<file path="config.mk">
export PLATFORM = sky130hd
export DESIGN_NAME = extended_gcd_bezout_coefficients_unit
export DESIGN_NICKNAME = d
export VERILOG_FILES = /design/src/egcd_pkg.sv /design/src/egcd_step_unit.sv /design/src/egcd_seq.sv /design/src/extended_gcd_bezout_coefficients_unit.sv
export VERILOG_INCLUDE_DIRS = /design/src /design/src/src
export SDC_FILE = /design/constraint.sdc
export NUM_CORES = 1
export LEC_CHECK = 0
export ABC_AREA = 1
export BUFFER_PORTS_ARGS = -buffer_cell sky130_fd_sc_hd__buf_2
export CORE_UTILIZATION = 55
export DETAILED_ROUTE_END_ITERATION = 12
export GPL_TIMING_DRIVEN = 0
export PLACE_DENSITY = 0.76
export SLEW_MARGIN = 25
export SYNTH_ARGS = -nofsm -noshare
export SYNTH_HDL_FRONTEND = slang
export SYNTH_HIERARCHICAL = 1
export SYNTH_SLANG_ARGS = --single-unit
</file>
<file path="constraint.sdc">
create_clock -name clk -period 3.5 [get_ports clk]
set_input_delay 0.35 -clock clk [delete_from_list [all_inputs] [get_ports clk]]
set_output_delay 0.35 -clock clk [all_outputs]
set_load 0.05 [all_outputs]
</file>
<file path="src/extended_gcd_bezout_coefficients_unit_defines.svh">
// Assertion macros shared by the extended GCD unit.
`ifndef EXTENDED_GCD_BEZOUT_COEFFICIENTS_UNIT_DEFINES_SVH
`define EXTENDED_GCD_BEZOUT_COEFFICIENTS_UNIT_DEFINES_SVH

// Same-cycle implication, reset masked.
`define EGCD_ASSERT_NOW(label, clk, rst, ante, cons) \
  label: assert property (@(posedge clk) disable iff (rst) (ante) |-> (cons)) \
    else $error("egcd: same-cycle check failed");

// Next-cycle implication, reset masked.
`define EGCD_ASSERT_NEXT(label, clk, rst, ante, cons) \
  label: assert property (@(posedge clk) disable iff (rst) (ante) |=> (cons)) \
    else $error("egcd: next-cycle check failed");

`endif

</file>
<file path="src/egcd_pkg.sv">
`default_nettype none
package egcd_pkg;

  localparam int DATA_WIDTH = 32;
  localparam int COEFF_W    = DATA_WIDTH + 1;
  localparam int CNT_W      = $clog2(DATA_WIDTH);

  typedef enum logic [1:0] {
    ST_IDLE,
    ST_DIV,
    ST_SWAP,
    ST_DONE
  } egcd_state_t;

  // sequencer -> datapath
  typedef struct packed {
    logic load;
    logic div;
    logic swap;
    logic done;
    logic busy;
  } egcd_ctrl_t;

  // datapath -> sequencer
  typedef struct packed {
    logic b_zero;
    logic rem_zero;
  } egcd_status_t;

endpackage
`default_nettype wire

</file>
<file path="src/egcd_step_unit.sv">
`default_nettype none
module egcd_step_unit (
  input  logic [egcd_pkg::DATA_WIDTH-1:0] rem,
  input  logic                            bit_in,
  input  logic [egcd_pkg::DATA_WIDTH-1:0] den,
  input  logic [egcd_pkg::COEFF_W-1:0]    px,
  input  logic [egcd_pkg::COEFF_W-1:0]    py,
  input  logic [egcd_pkg::COEFF_W-1:0]    xc,
  input  logic [egcd_pkg::COEFF_W-1:0]    yc,
  input  logic [egcd_pkg::COEFF_W-1:0]    xp,
  input  logic [egcd_pkg::COEFF_W-1:0]    yp,
  output logic [egcd_pkg::DATA_WIDTH-1:0] rem_out,
  output logic [egcd_pkg::COEFF_W-1:0]    px_out,
  output logic [egcd_pkg::COEFF_W-1:0]    py_out,
  output logic [egcd_pkg::COEFF_W-1:0]    x_new,
  output logic [egcd_pkg::COEFF_W-1:0]    y_new
);

  logic [egcd_pkg::DATA_WIDTH:0] rem_sh;
  logic [egcd_pkg::DATA_WIDTH:0] rem_sub;
  logic                          ge;

  // one restoring division step
  assign rem_sh  = {rem, bit_in};
  assign rem_sub = rem_sh - {1'b0, den};
  assign ge      = (rem_sh >= {1'b0, den});
  assign rem_out = ge ? rem_sub[egcd_pkg::DATA_WIDTH-1:0] : rem_sh[egcd_pkg::DATA_WIDTH-1:0];

  // Horner accumulation of q*xc and q*yc, quotient bits MSB first
  assign px_out = {px[egcd_pkg::COEFF_W-2:0], 1'b0} + (ge ? xc : '0);
  assign py_out = {py[egcd_pkg::COEFF_W-2:0], 1'b0} + (ge ? yc : '0);

  // coefficient update at the end of a step
  assign x_new = xp - px;
  assign y_new = yp - py;

endmodule
`default_nettype wire

</file>
<file path="src/egcd_seq.sv">
`default_nettype none
`include "extended_gcd_bezout_coefficients_unit_defines.svh"
module egcd_seq (
  input  logic                     clk,
  input  logic                     rst,
  input  logic                     start,
  input  egcd_pkg::egcd_status_t   status,
  output egcd_pkg::egcd_ctrl_t     ctrl
);

  egcd_pkg::egcd_state_t state, state_next;
  logic [egcd_pkg::CNT_W-1:0] cnt;
  logic                       cnt_last;

  assign cnt_last = (cnt == egcd_pkg::CNT_W'(egcd_pkg::DATA_WIDTH - 1));

  always_ff @(posedge clk) begin
    if (rst) begin
      state <= egcd_pkg::ST_IDLE;
      cnt   <= '0;
    end else begin
      state <= state_next;
      if (state == egcd_pkg::ST_DIV) begin
        cnt <= cnt_last ? '0 : cnt + 1'b1;
      end else begin
        cnt <= '0;
      end
    end
  end

  always_comb begin
    state_next = state;
    case (state)
      egcd_pkg::ST_IDLE: begin
        if (start) begin
          state_next = status.b_zero ? egcd_pkg::ST_DONE : egcd_pkg::ST_DIV;
        end
      end
      egcd_pkg::ST_DIV: begin
        if (cnt_last) begin
          state_next = egcd_pkg::ST_SWAP;
        end
      end
      egcd_pkg::ST_SWAP: begin
        state_next = status.rem_zero ? egcd_pkg::ST_DONE : egcd_pkg::ST_DIV;
      end
      egcd_pkg::ST_DONE: begin
        state_next = egcd_pkg::ST_IDLE;
      end
      default: begin
        state_next = egcd_pkg::ST_IDLE;
      end
    endcase
  end

  always_comb begin
    ctrl = '0;
    case (state)
      egcd_pkg::ST_IDLE: begin
        ctrl.load = start;
      end
      egcd_pkg::ST_DIV: begin
        ctrl.div  = 1'b1;
        ctrl.busy = 1'b1;
      end
      egcd_pkg::ST_SWAP: begin
        ctrl.swap = 1'b1;
        ctrl.busy = 1'b1;
      end
      egcd_pkg::ST_DONE: begin
        ctrl.done = 1'b1;
        ctrl.busy = 1'b1;
      end
      default: begin
        ctrl = '0;
      end
    endcase
  end

  `EGCD_ASSERT_NEXT(a_div_ends_in_swap, clk, rst, ctrl.div && cnt_last, ctrl.swap)
  `EGCD_ASSERT_NEXT(a_done_single, clk, rst, ctrl.done, !ctrl.done && !ctrl.busy)
  `EGCD_ASSERT_NEXT(a_load_goes_busy, clk, rst, ctrl.load, ctrl.busy)
  `EGCD_ASSERT_NOW(a_load_only_idle, clk, rst, ctrl.load, !ctrl.busy)

endmodule
`default_nettype wire

</file>
<file path="src/extended_gcd_bezout_coefficients_unit.sv">
// Between the start transfer and the done strobe the unit runs S Euclid steps,
//   S being 0 when second_value is zero; each step is the divide state, then the swap state.
// Busy stays high until the result strobe has gone, so the next transfer lands in
//   the cycle after the strobe.
// The shared divide/accumulate step unit retires one quotient bit a cycle.
// Reset (rst, synchronous, active high) returns the sequencer to idle; no clearing pass.
// Results appear for one cycle with done high; the receiver cannot stall them.
`default_nettype none
module extended_gcd_bezout_coefficients_unit (
  input  logic                                  clk,
  input  logic                                  rst,
  input  logic                                  start,
  output logic                                  busy,
  input  logic [egcd_pkg::DATA_WIDTH-1:0]       first_value,
  input  logic [egcd_pkg::DATA_WIDTH-1:0]       second_value,
  output logic                                  done,
  output logic signed [egcd_pkg::COEFF_W-1:0]   coeff_first,
  output logic signed [egcd_pkg::COEFF_W-1:0]   coeff_second
);

  egcd_pkg::egcd_ctrl_t   ctrl;
  egcd_pkg::egcd_status_t status;

  // working pair: numerator bits shift out MSB first, den is the divisor
  logic [egcd_pkg::DATA_WIDTH-1:0] numsh;
  logic [egcd_pkg::DATA_WIDTH-1:0] den;
  logic [egcd_pkg::DATA_WIDTH-1:0] rem;
  // coefficient pairs, two's complement modulo 2^COEFF_W
  logic [egcd_pkg::COEFF_W-1:0]    xp, xc, yp, yc;
  // running q*xc and q*yc for the step in progress
  logic [egcd_pkg::COEFF_W-1:0]    px, py;

  logic [egcd_pkg::DATA_WIDTH-1:0] rem_next;
  logic [egcd_pkg::COEFF_W-1:0]    px_next, py_next, x_new, y_new;

  assign status.b_zero   = (second_value == '0);
  assign status.rem_zero = (rem == '0);

  egcd_seq u_seq (
    .clk    (clk),
    .rst    (rst),
    .start  (start),
    .status (status),
    .ctrl   (ctrl)
  );

  egcd_step_unit u_step (
    .rem     (rem),
    .bit_in  (numsh[egcd_pkg::DATA_WIDTH-1]),
    .den     (den),
    .px      (px),
    .py      (py),
    .xc      (xc),
    .yc      (yc),
    .xp      (xp),
    .yp      (yp),
    .rem_out (rem_next),
    .px_out  (px_next),
    .py_out  (py_next),
    .x_new   (x_new),
    .y_new   (y_new)
  );

  // Datapath. Load seeds (a, b) with x = (1, 0), y = (0, 1); each divide cycle
  // retires one quotient bit; swap moves to (b, r) and closes the coefficient update.
  always_ff @(posedge clk) begin
    if (ctrl.load) begin
      numsh <= first_value;
      den   <= second_value;
      rem   <= '0;
      px    <= '0;
      py    <= '0;
      xp    <= egcd_pkg::COEFF_W'(1);
      xc    <= '0;
      yp    <= '0;
      yc    <= egcd_pkg::COEFF_W'(1);
    end else if (ctrl.div) begin
      numsh <= {numsh[egcd_pkg::DATA_WIDTH-2:0], 1'b0};
      rem   <= rem_next;
      px    <= px_next;
      py    <= py_next;
    end else if (ctrl.swap) begin
      numsh <= den;
      den   <= rem;
      rem   <= '0;
      px    <= '0;
      py    <= '0;
      xp    <= xc;
      xc    <= x_new;
      yp    <= yc;
      yc    <= y_new;
    end
  end

  assign busy         = ctrl.busy;
  assign done         = ctrl.done;
  assign coeff_first  = $signed(xp);
  assign coeff_second = $signed(yp);

endmodule
`default_nettype wire
</file>
==> metrics <==
DRC errors left=0; Detailed Routing Iterations Pass 1=6; area grow syn2layout=26.9%; slew of the pin with the lowest slew margin=0.966 ns; final design utilization=71.4%; Post-DP Area=24000 sq um; area occupied by multi-input gates=16100 sq um; Worst Hold Class=in -> reg; largest net degree at the start of global routing=42; clock tree buffer depth=3; Port Buffer Count=134; number of synthesized flops with an enable pin=64; f_max=271 MHz; Yosys warning total=6; failing checks=negative setup slack; highest net fanout along the worst path=5; Slew HR=35.6%; first-pass GRT wire length=122 mm; Total Wirelength=82.4 mm; Setup crit end kind=flop; final net count=3858; core area=40200 sq um; RePlAce Congestion=1.03; max incr delay on CP=0.41 ns; initial antenna violation count=5; period utilization=105%; CTS tree=built; asr flop ratio synth=0%; final instance area=28700 sq um; distinct cell type count after synthesis=51; root buf cell=clkbuf_16; Crit Path Class=reg -> reg; Hold Vio Cnt, Final=0; status=finished with violations; share of cells above drive strength 1=23.5%; row cnt=73; drt initial violations=2440; Vias/cell=5.81; number of fill cells=3239; GR Overflow Total=0; gr usage total=37.3%; worst-skew pair later-pin latency=0.57 ns; r2r setup slk=-0.19 ns; post-DP HPWL=59.9 mm; Bufs and invs on worst path=5; CP top delay family=simple AND/OR/NAND/NOR gates; setup_tns=-2.48 ns; total CTS buffers=36; H-tree levels=2; Cells after Synth=3351; average wire per standard cell=19.7 um; Synth Cell Area=22600 sq um; synthesized flop and latch total=301; final worst setup slack=-0.186 ns; Chip Width=205 um; WP data arrival=4.15 ns; Die H=205 um; CP max stage cell=edfxtp_1; sequential cell area=6670 sq um; # setup viols final=36; Lkg Pwr=0.0133 uW; # Max-Cap Violations=0; number of top-level pins=135; power density cells=562 nW/um^2; die area=41900 sq um; min Tclk post-route=3.69 ns; syn avg cell area=6.75 sq um; unrepaired setup endpoints after global routing=yes; clk slew on worst S/H paths=0.06 ns; clock sink total=301; net count after synthesis=3583; Clock Skews=0.0330 ns; number of global-route vias before repair=22700; post-synthesis sequential area ratio=29.5%; final slew viol count=0; Vias=24300; worst vdd ir=557 uV; predominant post-synthesis flop cell=dfxtp_1; antenna-violating nets left=0; Critical Path Source Type=flop; initial core utilization=56.3%; worst endpoint required time=3.96 ns; Setup WS pre-CTS=-1.15 ns
-- timing repair --
action                                 4_1_cts  5_1_grt
gates cloned                                 3        1
hold buffers                                 1        0
setup endpoints to repair                   59       50
pin swaps                                   70      100
setup buffers                               67       33
resized for setup                          326      246
endpoints found under the hold margin        1        0
-- logic make-up (layout without fill, tap and decap cells) --
group | after synthesis | in the layout | synth area share (%)
other | 0 | 5 | 0
adders and majority gates | 165 | 165 | 9.29
xor gates and xnor gates | 119 | 119 | 4.61
and+or+nand+nor | 1562 | 1562 | 30.5
DFF | 301 | 301 | 29.5
AOI/OAI and AO/OA | 654 | 654 | 15.9
buffers and inverters | 550 | 853 | 10.2
-- synth_stat cells, types with 2 or more instances --
cell type	number	area [sq um]
a21boi_0	13	97.6
nor2_4	61	687
fa_1	5	100
buf_4	9	67.6
clkbuf_1	39	146
xnor2_1	40	350
nand3b_1	7	52.6
o2111ai_1	6	52.6
inv_1	428	1610
nand4_1	15	93.8
nor4_1	6	37.5
a21o_1	13	97.6
a22oi_1	32	240
nand2_2	2	12.5
a31o_2	2	17.5
clkbuf_2	4	20.0
nor3_1	19	95.1
nand2_1	633	2380
inv_2	3	11.3
o21ai_2	2	17.5
ha_1	160	2000
nor2_2	7	43.8
a21oi_1	198	991
o21ai_1	22	110
nor2_8	2	40.0
dfxtp_1	237	4740
o21bai_1	26	195
buf_6	3	33.8
nand3_1	289	1450
or2_2	2	12.5
o211ai_1	7	52.6
buf_12	6	120
o221ai_1	2	17.5
inv_4	3	18.8
a31oi_1	15	93.8
xor2_1	79	692
nor2_1	513	1930
edfxtp_1	64	1920
o21ai_0	303	1520
o21a_1	12	90.1
buf_2	52	260
-- per-layer routing --
metal / GRT usage [%] / wire [um] / vias up
li1: - / - / 11500
met1: 49.2 / 34900 / 11500
met2: 60.4 / 37500 / 1028
met3: 5.54 / 6130 / 225
met4: 16.2 / 3870 / 0
met5: 0 / 0 / -
-- power by group --
part | switching (uW) | leakage, uW | internal, uW | total (uW)
clock | 1660 | 0.000631 | 2480 | 4150
combinational | 5170 | 0.0101 | 2240 | 7410
sequential | 413 | 0.00257 | 4150 | 4560
total | 7250 | 0.0133 | 8880 | 16100
-- cell usage in the layout (no fill, tap or decap), drive strengths merged --
| cell type | Yosys | layout |
|---|---|---|
| inv | 434 | 435 |
| o21a | 12 | 12 |
| a21boi | 13 | 13 |
| nand3 | 291 | 291 |
| or2 | 3 | 3 |
| a21o | 13 | 13 |
| edfxtp | 64 | 64 |
| clkinvlp | 0 | 3 |
| a31oi | 15 | 15 |
| clkbuf | 43 | 90 |
| clkinv | 1 | 12 |
| o221ai | 2 | 2 |
| xor2 | 79 | 79 |
| nor2 | 583 | 583 |
| nor3 | 19 | 19 |
| o2111ai | 6 | 6 |
| nand4 | 16 | 16 |
| o211ai | 7 | 7 |
| fa | 5 | 5 |
| o21bai | 26 | 26 |
| a22oi | 32 | 32 |
| bufinv | 0 | 5 |
| dlygate4sd3 | 0 | 1 |
| a21oi | 198 | 198 |
| xnor2 | 40 | 40 |
| ha | 160 | 160 |
| nand2 | 637 | 637 |
| diode | 0 | 5 |
| nor4 | 6 | 6 |
| nand3b | 7 | 7 |
| buf | 72 | 307 |
| a31o | 2 | 2 |
| dfxtp | 237 | 237 |
| a22o | 1 | 1 |
| o21ai | 327 | 327 |
-- sequential cells by signal, summed over array words and instances (netlist names) --
| register | flops |
|---|---|
| coeff_first | 33 |
| coeff_second | 33 |
| den | 32 |
| numsh | 32 |
| px | 33 |
| py | 33 |
| rem | 32 |
| u_seq/cnt | 5 |
| u_seq/state | 2 |
| xc | 33 |
| yc | 33 |
-- area by class of cell --
class | instances | share of cell area, %
clock buffer | 46 | 3.63
multi-input combinational | 2500 | 56.1
clock inverter | 20 | 0.859
tap | 525 | 2.29
timing repair buffer | 237 | 5.59
buffer | 115 | 2.49
sequential | 301 | 23.2
antenna | 5 | 0.0436
inverter | 435 | 5.75
-- worst register-to-register path, cell delays in order, from the launching register on --
cell and delay, ns:
edfxtp_1 0.41, inv_2 0.08, ha_4 0.31, nand2_2 0.10, nor2_4 0.10, nand2_2 0.08, nor2_4 0.13, nand2_1 0.09
nand2_2 0.08, nor2_4 0.05, nand2_8 0.09, clkinv_8 0.07, buf_16 0.16, buf_12 0.15, nor2_4 0.09, ha_4 0.22
a21oi_1 0.26, o21ai_1 0.21, a21oi_2 0.25, nand2_4 0.12, nand3_2 0.08, nand2_2 0.07, buf_4 0.14, xor2_1 0.13
nand3_1 0.07, nand2_1 0.05
-- stage by stage --
step / total power, uW / std cells / hold WS [ns]
2_1_floorplan: 9490 / 3351 / 0.419
4_1_cts: 15800 / 4147 / 0.0488
3_5_place_dp: 11500 / 4010 / 0.461
3_3_place_gp: 11400 / 4010 / 0.440
5_1_grt: 16900 / 4183 / 0.0815
6_report: 16100 / 4184 / 0.0711
-- worst paths after layout --
check	end	from	cells past startpoint
setup / recovery	py[24]	den[16]	25
hold / removal	den[16]	second_value[16]	3
setup reg to reg	py[24]	den[16]	25
hold reg to reg	u_seq/cnt[0]	u_seq/cnt[0]	1
Note: power is estimated with default switching activity, not from simulation.
